File: src/design/irpd_pkg.sv
`default_nettype none

package irpd_pkg;

    // Fixed field widths
    localparam int ChanBits  = 3;
    localparam int TimeBits  = 32;
    localparam int CmdBits   = 24;
    localparam int WinBits   = 8;
    localparam int RegIdxBits = 3;
    localparam int BitIdxBits = (CmdBits > 1) ? $clog2(CmdBits) : 1;

    // Configuration register indexes
    localparam logic [RegIdxBits-1:0] REG_CAPTION_MIN = 3'd0;
    localparam logic [RegIdxBits-1:0] REG_CAPTION_MAX = 3'd1;
    localparam logic [RegIdxBits-1:0] REG_ONE_MIN     = 3'd2;
    localparam logic [RegIdxBits-1:0] REG_ONE_MAX     = 3'd3;
    localparam logic [RegIdxBits-1:0] REG_ZERO_MIN    = 3'd4;
    localparam logic [RegIdxBits-1:0] REG_ZERO_MAX    = 3'd5;

    // Register reset values
    localparam logic [WinBits-1:0] CAPTION_MIN_RST = 8'd20;
    localparam logic [WinBits-1:0] CAPTION_MAX_RST = 8'd26;
    localparam logic [WinBits-1:0] ONE_MIN_RST     = 8'd10;
    localparam logic [WinBits-1:0] ONE_MAX_RST     = 8'd14;
    localparam logic [WinBits-1:0] ZERO_MIN_RST    = 8'd4;
    localparam logic [WinBits-1:0] ZERO_MAX_RST    = 8'd8;

    typedef struct packed {
        logic [ChanBits-1:0] channel;
        logic                pin_high;
        logic [TimeBits-1:0] timestamp;
    } evt_t;

    typedef struct packed {
        logic [ChanBits-1:0] out_channel;
        logic [CmdBits-1:0]  command;
        logic                new_command;
    } res_t;

    typedef struct packed {
        logic [WinBits-1:0] caption_min;
        logic [WinBits-1:0] caption_max;
        logic [WinBits-1:0] one_min;
        logic [WinBits-1:0] one_max;
        logic [WinBits-1:0] zero_min;
        logic [WinBits-1:0] zero_max;
    } win_cfg_t;

    // Per-channel state; done marks that all bits are in (the bit at index zero was taken)
    typedef struct packed {
        logic [TimeBits-1:0]   last_time;
        logic [CmdBits-1:0]    shift_data;
        logic                  done;
        logic [BitIdxBits-1:0] bit_idx;
        logic [CmdBits-1:0]    latched;
    } chan_state_t;

    localparam chan_state_t STATE_RST = '{
        last_time:  '0,
        shift_data: '0,
        done:       1'b0,
        bit_idx:    BitIdxBits'(CmdBits - 1),
        latched:    '0
    };

endpackage

`default_nettype wire

File: src/design/irpd_ram.sv
`default_nettype none

module irpd_ram #(
    parameter int WIDTH = 8,
    parameter int DEPTH = 8
) (
    input  wire logic                                    clk,
    input  wire logic                                    wr_en,
    input  wire logic [((DEPTH > 1) ? $clog2(DEPTH) : 1)-1:0] wr_addr,
    input  wire logic [WIDTH-1:0]                        wr_data,
    input  wire logic                                    rd_en,
    input  wire logic [((DEPTH > 1) ? $clog2(DEPTH) : 1)-1:0] rd_addr,
    output logic      [WIDTH-1:0]                        rd_data
);

    logic [WIDTH-1:0] mem [DEPTH];

    // Write port
    always_ff @(posedge clk)
    begin
        if (wr_en)
        begin
            mem[wr_addr] <= wr_data;
        end
    end

    // Registered read, old data on a same-address write
    always_ff @(posedge clk)
    begin
        if (rd_en)
        begin
            rd_data <= mem[rd_addr];
        end
    end

endmodule

`default_nettype wire

File: src/design/irpd_update.sv
`default_nettype none

module irpd_update (
    input  wire irpd_pkg::win_cfg_t                  cfg,
    input  wire irpd_pkg::chan_state_t               cur,
    input  wire logic                                pin_high,
    input  wire logic [irpd_pkg::TimeBits-1:0]       timestamp,
    output irpd_pkg::chan_state_t                    nxt,
    output logic                                     fresh
);

    logic [irpd_pkg::TimeBits-1:0] dt;
    logic                          hit_caption;
    logic                          hit_one;
    logic                          hit_zero;
    logic                          take_bit;
    logic [irpd_pkg::CmdBits-1:0]  bit_mask;

    // Interval since the channel's previous edge, wrapping
    assign dt = timestamp - cur.last_time;

    // Exclusive windows
    assign hit_caption = (dt > irpd_pkg::TimeBits'(cfg.caption_min))
                      && (dt < irpd_pkg::TimeBits'(cfg.caption_max));
    assign hit_one     = (dt > irpd_pkg::TimeBits'(cfg.one_min))
                      && (dt < irpd_pkg::TimeBits'(cfg.one_max));
    assign hit_zero    = (dt > irpd_pkg::TimeBits'(cfg.zero_min))
                      && (dt < irpd_pkg::TimeBits'(cfg.zero_max));

    assign bit_mask = irpd_pkg::CmdBits'(1) << cur.bit_idx;
    assign take_bit = pin_high && !hit_caption && (hit_one || hit_zero) && !cur.done;

    // Compute next state, caption first, then one, then zero
    always_comb
    begin
        nxt           = cur;
        nxt.last_time = timestamp;
        fresh         = 1'b0;
        if (pin_high && hit_caption)
        begin
            nxt.shift_data = '0;
            nxt.done       = 1'b0;
            nxt.bit_idx    = irpd_pkg::BitIdxBits'(irpd_pkg::CmdBits - 1);
        end
        else if (take_bit)
        begin
            if (hit_one)
            begin
                nxt.shift_data = cur.shift_data | bit_mask;
            end
            if (cur.bit_idx == '0)
            begin
                nxt.done    = 1'b1;
                nxt.latched = nxt.shift_data;
                fresh       = 1'b1;
            end
            else
            begin
                nxt.bit_idx = cur.bit_idx - 1'b1;
            end
        end
    end

endmodule

`default_nettype wire

File: src/design/ir_pulse_width_decoder.sv
`default_nettype none

// Channel  Direction  Handshake              Payload
// cfg      in         cfg_valid / cfg_ready  cfg_index, cfg_data
// evt      in         evt_valid / evt_ready  evt (channel, pin_high, timestamp)
// res      out        res_valid / res_ready  res (out_channel, command, new_command)
//
// One pin request per cycle while evt_ready is high. A request reads its
// channel's state from one state RAM at acceptance, is updated and written
// back when the update stage advances, which also loads the output register.
// A write followed at once by a read of the same channel is bypassed.
// After reset every channel reads as its reset state through per-entry flags;
// there is no clearing pass. A stalled result holds the update stage, and
// evt_ready drops only while both stages are full and the output is stalled.

module ir_pulse_width_decoder #(
    parameter int CHANNELS = 8
) (
    input  wire logic                               clk,
    input  wire logic                               rst_n,
    input  wire logic                               cfg_valid,
    output logic                                    cfg_ready,
    input  wire logic [irpd_pkg::RegIdxBits-1:0]    cfg_index,
    input  wire logic [irpd_pkg::WinBits-1:0]       cfg_data,
    input  wire logic                               evt_valid,
    output logic                                    evt_ready,
    input  wire irpd_pkg::evt_t                     evt,
    output logic                                    res_valid,
    input  wire logic                               res_ready,
    output irpd_pkg::res_t                          res
);

    localparam int AddrW  = (CHANNELS > 1) ? $clog2(CHANNELS) : 1;
    localparam int WideW  = (AddrW > irpd_pkg::ChanBits) ? AddrW : irpd_pkg::ChanBits;
    localparam int StateW = $bits(irpd_pkg::chan_state_t);

    irpd_pkg::win_cfg_t    cfg_reg;
    logic                  s1_valid_reg;
    irpd_pkg::evt_t        s1_evt_reg;
    logic                  res_valid_reg;
    irpd_pkg::res_t        res_reg;
    logic [CHANNELS-1:0]   entry_valid_reg;
    logic                  fwd_valid_reg;
    logic [AddrW-1:0]      fwd_addr_reg;
    irpd_pkg::chan_state_t fwd_data_reg;

    logic                  evt_take;
    logic                  s1_go;
    logic [WideW-1:0]      in_wide;
    logic [AddrW-1:0]      rd_addr;
    logic [WideW-1:0]      s1_wide;
    logic [AddrW-1:0]      s1_addr;
    logic                  s1_in_range;
    logic [StateW-1:0]     rd_data;
    irpd_pkg::chan_state_t cur_state;
    irpd_pkg::chan_state_t nxt_state;
    logic                  fresh;
    logic                  wr_en;
    irpd_pkg::res_t        res_next;

    // Configuration registers
    assign cfg_ready = 1'b1;

    always_ff @(posedge clk or negedge rst_n)
    begin
        if (!rst_n)
        begin
            cfg_reg.caption_min <= irpd_pkg::CAPTION_MIN_RST;
            cfg_reg.caption_max <= irpd_pkg::CAPTION_MAX_RST;
            cfg_reg.one_min     <= irpd_pkg::ONE_MIN_RST;
            cfg_reg.one_max     <= irpd_pkg::ONE_MAX_RST;
            cfg_reg.zero_min    <= irpd_pkg::ZERO_MIN_RST;
            cfg_reg.zero_max    <= irpd_pkg::ZERO_MAX_RST;
        end
        else if (cfg_valid)
        begin
            case (cfg_index)
                irpd_pkg::REG_CAPTION_MIN: cfg_reg.caption_min <= cfg_data;
                irpd_pkg::REG_CAPTION_MAX: cfg_reg.caption_max <= cfg_data;
                irpd_pkg::REG_ONE_MIN:     cfg_reg.one_min     <= cfg_data;
                irpd_pkg::REG_ONE_MAX:     cfg_reg.one_max     <= cfg_data;
                irpd_pkg::REG_ZERO_MIN:    cfg_reg.zero_min    <= cfg_data;
                irpd_pkg::REG_ZERO_MAX:    cfg_reg.zero_max    <= cfg_data;
                default: ;
            endcase
        end
    end

    // Handshakes
    assign s1_go     = s1_valid_reg && (!res_valid_reg || res_ready);
    assign evt_ready = !s1_valid_reg || s1_go;
    assign evt_take  = evt_valid && evt_ready;

    // Channel addresses
    assign in_wide     = WideW'(evt.channel);
    assign rd_addr     = in_wide[AddrW-1:0];
    assign s1_wide     = WideW'(s1_evt_reg.channel);
    assign s1_addr     = s1_wide[AddrW-1:0];
    assign s1_in_range = ({1'b0, s1_wide} < (WideW + 1)'(CHANNELS));

    irpd_ram #(
        .WIDTH (StateW),
        .DEPTH (CHANNELS)
    ) u_state_ram (
        .clk     (clk),
        .wr_en   (wr_en),
        .wr_addr (s1_addr),
        .wr_data (nxt_state),
        .rd_en   (evt_take),
        .rd_addr (rd_addr),
        .rd_data (rd_data)
    );

    // Select current state: bypass, stored entry, or reset value
    always_comb
    begin
        if (fwd_valid_reg && (fwd_addr_reg == s1_addr))
        begin
            cur_state = fwd_data_reg;
        end
        else if (entry_valid_reg[s1_addr])
        begin
            cur_state = irpd_pkg::chan_state_t'(rd_data);
        end
        else
        begin
            cur_state = irpd_pkg::STATE_RST;
        end
    end

    irpd_update u_update (
        .cfg       (cfg_reg),
        .cur       (cur_state),
        .pin_high  (s1_evt_reg.pin_high),
        .timestamp (s1_evt_reg.timestamp),
        .nxt       (nxt_state),
        .fresh     (fresh)
    );

    assign wr_en = s1_go && s1_in_range;

    // Build the result
    always_comb
    begin
        res_next.out_channel = s1_evt_reg.channel;
        res_next.command     = s1_in_range ? nxt_state.latched : '0;
        res_next.new_command = s1_in_range && fresh;
    end

    // Advance the update stage
    always_ff @(posedge clk or negedge rst_n)
    begin
        if (!rst_n)
        begin
            s1_valid_reg <= 1'b0;
        end
        else if (evt_take)
        begin
            s1_valid_reg <= 1'b1;
        end
        else if (s1_go)
        begin
            s1_valid_reg <= 1'b0;
        end
    end

    always_ff @(posedge clk)
    begin
        if (evt_take)
        begin
            s1_evt_reg <= evt;
        end
    end

    // Track written entries and hold the last write for bypass
    always_ff @(posedge clk or negedge rst_n)
    begin
        if (!rst_n)
        begin
            entry_valid_reg <= '0;
            fwd_valid_reg   <= 1'b0;
        end
        else if (wr_en)
        begin
            entry_valid_reg[s1_addr] <= 1'b1;
            fwd_valid_reg            <= 1'b1;
        end
    end

    always_ff @(posedge clk)
    begin
        if (wr_en)
        begin
            fwd_addr_reg <= s1_addr;
            fwd_data_reg <= nxt_state;
        end
    end

    // Output register
    always_ff @(posedge clk or negedge rst_n)
    begin
        if (!rst_n)
        begin
            res_valid_reg <= 1'b0;
        end
        else if (s1_go)
        begin
            res_valid_reg <= 1'b1;
        end
        else if (res_ready)
        begin
            res_valid_reg <= 1'b0;
        end
    end

    always_ff @(posedge clk)
    begin
        if (s1_go)
        begin
            res_reg <= res_next;
        end
    end

    assign res_valid = res_valid_reg;
    assign res       = res_reg;

endmodule

`default_nettype wire

File: config.mk
export PLATFORM = sky130hd
export DESIGN_NAME = ir_pulse_width_decoder
export DESIGN_NICKNAME = d
export VERILOG_FILES = /design/src/design/irpd_pkg.sv /design/src/design/irpd_ram.sv /design/src/design/irpd_update.sv /design/src/design/ir_pulse_width_decoder.sv
export SDC_FILE = /design/constraint.sdc
export NUM_CORES = 1
export LEC_CHECK = 0
export BUFFER_PORTS_ARGS = -buffer_cell sky130_fd_sc_hd__buf_2
export CAP_MARGIN = 20
export CORE_ASPECT_RATIO = 1.25
export CORE_UTILIZATION = 28
export DETAILED_ROUTE_END_ITERATION = 8
export PLACE_DENSITY = 0.53
export SETUP_SLACK_MARGIN = 0.3
export SLEW_MARGIN = 40
export SYNTH_ARGS = -nofsm -noshare
export SYNTH_HDL_FRONTEND = slang
export SYNTH_SLANG_ARGS = --single-unit
File: constraint.sdc
create_clock -name clk -period 10.29 [get_ports clk]
set_input_delay 3.087 -clock clk [delete_from_list [all_inputs] [get_ports clk]]
set_output_delay 3.087 -clock clk [all_outputs]
set_load 0.01 [all_outputs]
# Yosys cells after proc, flatten, opt, wreduce, memory -nomap -nowiden
# Memories as Yosys holds them, arrays and structs flattened. A register that Yosys moved wholly into a read port is not among the register bits.
# Cells that the tools add are included.
# totals
elab_cells	90
input_bits	52
memories	1
mem_bits_rw	688
output_inout_bits	31
reg_bits	185
# mem_list
name	depth	word_bits	read_ports	rd_ports_with_merged_regs	write_ports	line_no	source
u_state_ram.mem	8	86	1	1	1	irpd_ram.sv:16	logic [WIDTH-1:0] mem [DEPTH];
# classes
shift	1
magnitude_cmp	8
n_mux	20
n_bitwise	3
reduce_logical	29
n_addsub	2
n_eq_ne	6
# ops
cell	count
$mux W86	2
$gt A32 B8 Y1	3
$lt A32 B8 Y1	3
$mux W24	3
$mux W54	1
$sub A32 B32 Y32	1
$mux W30	1
$or A24 B24 Y24	1
$shl A1 B5 Y24 const A	1
$reduce_and A2 Y1	6
$logic_and A1 B1 Y1	11
$mux W1	10
$or A8 B8 Y8	1
$eq A3 B2 Y1 const B	2
$eq A3 B3 Y1 const B	2
$logic_not A5 Y1	1
$mux W5	1
$sub A5 B1 Y5 const B	1
$logic_not A1 Y1	4
$lt A3 B4 Y1 const B	1
$reduce_bool A2 Y1	2
$bmux W1 S3	1
$demux W1 S3	1
$eq A3 B1 Y1 const B	1
6 further kinds	8

# Longest topological paths before layout
# logic_depth
depth_word	13
depth_mapped	26
mapped_depth_nobuf	21

# Modules after synthesis
# From an unflattened synthesis, not the netlist that was laid out.
# unflattened
hier_cells	2230
area_unflattened_um2	41069.4
# by_module_without_submodules
module	seq_area_each_um2	instances	cells_per_inst	area_per_inst_um2
irpd_ram	23242.3	1	1093	28806.4
ir_pulse_width_decoder	5275.1	1	422	7278.2
irpd_update	0.0	1	715	4984.8

# Worst setup path after synthesis
# No wires, ideal clock.
# synth_path
path_kind	input-to-reg
start	in res_ready
end	reg entry_valid_reg[4]
arrival_time_ns	11.956
path_slack_ns	-1.768
cell_stages	6
setup_ns	0.102
required_ns	10.188
cell_sequence	nand2b_1 > nand2_1 > inv_1 > nand2_1 > nor3_1 > or2_2
# synth_via
elab_chain_len	2
# synth_lines
item	line_no	source
from (decl)	ir_pulse_width_decoder.sv:29	input wire logic res_ready,
$logic_or A1 B1 Y1	ir_pulse_width_decoder.sv:90	assign s1_go = s1_valid_reg && (!res_valid_reg || res_ready);
$logic_and A1 B1 Y1	ir_pulse_width_decoder.sv:90	
named net s1_go	ir_pulse_width_decoder.sv:48	logic s1_go;
to (signal assigned)	ir_pulse_width_decoder.sv:180	entry_valid_reg <= '0;
to (signal, indexed assignment)	ir_pulse_width_decoder.sv:185	entry_valid_reg[s1_addr] <= 1'b1;
to (decl)	ir_pulse_width_decoder.sv:42	logic [CHANNELS-1:0] entry_valid_reg;
# The timed path passes the listed nets, and every way through them passes these cells.
# A chain may end at the register's enable or synchronous reset.

==> flow_summary.ini <==
[clock_network]
cts_hold_buf = 0
cts_max_level = 3
root_buffer = clkbuf_16
cts_tree = yes
post_cts_buffers = 0
clkLatencyLatePin_ns = 0.71
cts_inserted_buffers = 97
cts_sinks = 959
cts.clk_slew.worst_paths_ns = 0.06
ctsResizeCount = 0
clockBufferDepth = 3

[floorplanning]
start_util_pct = 28.21
core_area_um2 = 141000
dieArea_um2 = 143600
die_h_um = 423.5
ios = 83
die_width_um = 339.2
placementRows = 154

[worst_setup_path]
ff2ff_setup_slack_ns = 2.35
startpoint_type = register
criticalPathCategory = reg -> reg
worstReg2RegStart = s1_addr[0]$_DFFE_PP_
timing.rr.end = u_state_ram.mem[4][22]$_DFFE_PP_
crit_end = u_state_ram.mem[4][22]$_DFFE_PP_
critPathArrivalTime_ns = 8.35
crit_path_start = s1_addr[0]$_DFFE_PP_
crit_required_ns = 10.71
cp_max_fo = 39
cp-end-kind = register
r2r_cells = 21

[power]
p_leak_nw = 15.34
power_frac_clock_pct = 37.9
p_sw_mw = 2.572
finalPower_mw = 9.870
seqPwrFrac_pct = 47.4
ir_drop_uv = 153.1
internal_power_mw = 7.298
p_per_area_nw_per_um2 = 214.7
p_comb_share_pct = 14.8
p_sw_share_pct = 26.06

[place]
hpwl_um = 53820
pre_cts_slack_ns = 2.162
io_buffers = 81
gp_congestion = 0.8449

[detailed_routing]
route.vias.total = 20620
vias_per_cell = 4.880
drt_pass1_iterations = 6
wire_per_inst_um = 23.13
routed_wl_um = 97740
initialDrtViolationCount = 1739
drcViolationCount = 0
ant_nets = 0

[cells_and_area]
drive_gt1_share_pct = 25.91
largest_reg_flops = 688
n_antenna_cell = 0
area_growth_pct = 15.52
nets = 2404

[global_routing]
grt_pass1_wl_um = 144400
grt-ovfl-total = 0
grt_pass1_vias = 21680
gr-usage-all-layers_pct = 13.51
grt_start_max_net_pins = 88
antenna_found_initial = 5

[synth]
synth-seq-area-share_pct = 71.67
syn_nets = 2319
synth_top_area_share_pct = 67.92
synth_edf_count = 900
synth_ff_type = edfxtp_1
synth_top_cell_by_area = edfxtp_1
avgSynthCellArea_um2 = 18.21
synth_cells = 2185
ys_ff_latch = 959
yosys_warnings = 0
synthArstFlopShare_pct = 6.152
synth.area.top_cells = edfxtp_1, mux4_2, mux2_2
syn-cell-area_um2 = 39790
synth_cell_types = 78

[min_path]
min_delay_path_depth = 1
hold_class = reg -> reg

[timing]
slew_headroom_pct = 43.57
clock.fmax_mhz = 126.0
drv_slew = 0
whs_ns = 0.4641
clock_skew_ns = 0.04648
rsz0062_at_grt = false
fin_crit_sh_pct = 77.14
tns_ns = 0
setup_slack_ns = 2.352
worst_pin_slew_ns = 0.8437
finalSetupViolations = 0
period_needed_ns = 7.938
hold_viol = 0

[run_status]
status = completed

[run]
drv_cap = 0
power groups by stage:
stage | registers (mW) | clock network (mW) | logic [mW]
6_report | 4.68 | 3.74 | 1.46
5_1_grt | 4.69 | 3.97 | 1.62
4_1_cts | 4.68 | 3.83 | 1.47
3_5_place_dp | 4.76 | 0 | 1.46
3_3_place_gp | 4.75 | 0 | 1.44
2_1_floorplan | 4.73 | 0 | 0.993
synthesized netlist by cell type (12+ instances only):
cell and number:
nand2b_1 14, mux2_2 110, a21o_1 25, nor3_1 12, mux4_2 174, nand2_1 86, edfxtp_1 900, a21oi_1 64
buf_4 27, o21a_1 12, buf_1 22, ha_1 81, dfrtp_1 47, o21ai_0 59, nand3_1 25, a22o_1 24
nor2_1 67, and3_1 17, dfstp_2 12, mux2i_1 23, a22oi_1 60, buf_2 12, inv_1 57, clkbuf_1 64
a31oi_1 13, nand4_1 15
per-layer routing:
layer | up-vias | routed length [um] | track usage [%]
met4 | 8 | 2776 | 4.722
met3 | 172 | 4328 | 2.124
li1 | 9013 | - | -
met2 | 520 | 47830 | 22.73
met1 | 10910 | 42740 | 17.66
met5 | - | 58 | 0
worst min path at each step:
stage	from	to
floorplan	s1_addr[0]$_DFFE_PP_	res[25]$_DFFE_PP_
global placement	entry_valid_reg[2]$_DFFE_PN0P_	entry_valid_reg[2]$_DFFE_PN0P_
detailed placement	entry_valid_reg[6]$_DFFE_PN0P_	entry_valid_reg[6]$_DFFE_PN0P_
CTS	entry_valid_reg[6]$_DFFE_PN0P_	entry_valid_reg[6]$_DFFE_PN0P_
global route	entry_valid_reg[6]$_DFFE_PN0P_	entry_valid_reg[6]$_DFFE_PN0P_
finish	entry_valid_reg[6]$_DFFE_PN0P_	entry_valid_reg[6]$_DFFE_PN0P_
cell type report:
cell class / count / area [um2]
fillers: 13580 / 95080
clock buffers: 111 / 2480
multi-input cells: 1042 / 10620
inverters: 57 / 216.5
repair buffers: 113 / 868.3
well taps: 1872 / 2342
clock inverters: 72 / 925.9
flip-flops and latches: 959 / 28520
metrics by stage:
stage                     cells  area [um2]  utilization [%]
final                      4226       45970            32.59
after global routing       4226       45970            32.59
after CTS                  4222       45900            32.54
after detailed placement   4039       42490            30.13
after global placement     4036       42360            30.04
after floorplan            2185       39800                -
critical path: stages (launching register included):
cell and delay, ns:
edfxtp_1 0.64, mux4_2 0.55, and2_1 0.18, a32o_4 0.50, a22oi_1 0.28, ha_1 0.35, a21o_1 0.25, a31oi_1 0.37
and2_1 0.25, o21ai_0 0.12, xor2_1 0.66, ha_1 0.40, nand3_1 0.09, nor2_1 0.04, a41o_1 0.22, a221oi_1 0.42
buf_4 0.27, o211ai_1 0.21, nor2_2 0.14, buf_4 0.35, nand3_4 0.59, mux2i_1 0.74
kinds of logic after synthesis:
family                     count (synthesis)  share of synthesized area (%)
xor gates and xnor gates                  15                         0.3302
AOI/OAI and AO/OA                        335                          5.896
other                                      1                       0.009424
and+or+nand+nor                          298                          3.742
buffers and inverters                    184                          2.066
DFF                                      959                          71.67
muxes                                    311                          13.69
adders and majority gates                 82                          2.597
placed cells by master, fill, tap and decap left out, drive strengths merged, types with 7 or more instances in the layout:
master	instances
edfxtp	900
mux4	174
mux2	114
buf	113
clkbuf	111
nand2	86
ha	81
nor2	67
a21oi	65
inv	62
a22oi	60
o21ai	59
dfrtp	47
clkinv	44
nand3	26
a21o	25
a22o	24
mux2i	23
and3	17
bufinv	17
nand4	15
nand2b	14
a31oi	13
o21a	13
dfstp	12
nor3	12
and2	11
nor2b	10
xnor2	10
or2	9
a21boi	7
or3	7
a211oi	7
(Power assumes the default switching activity.)
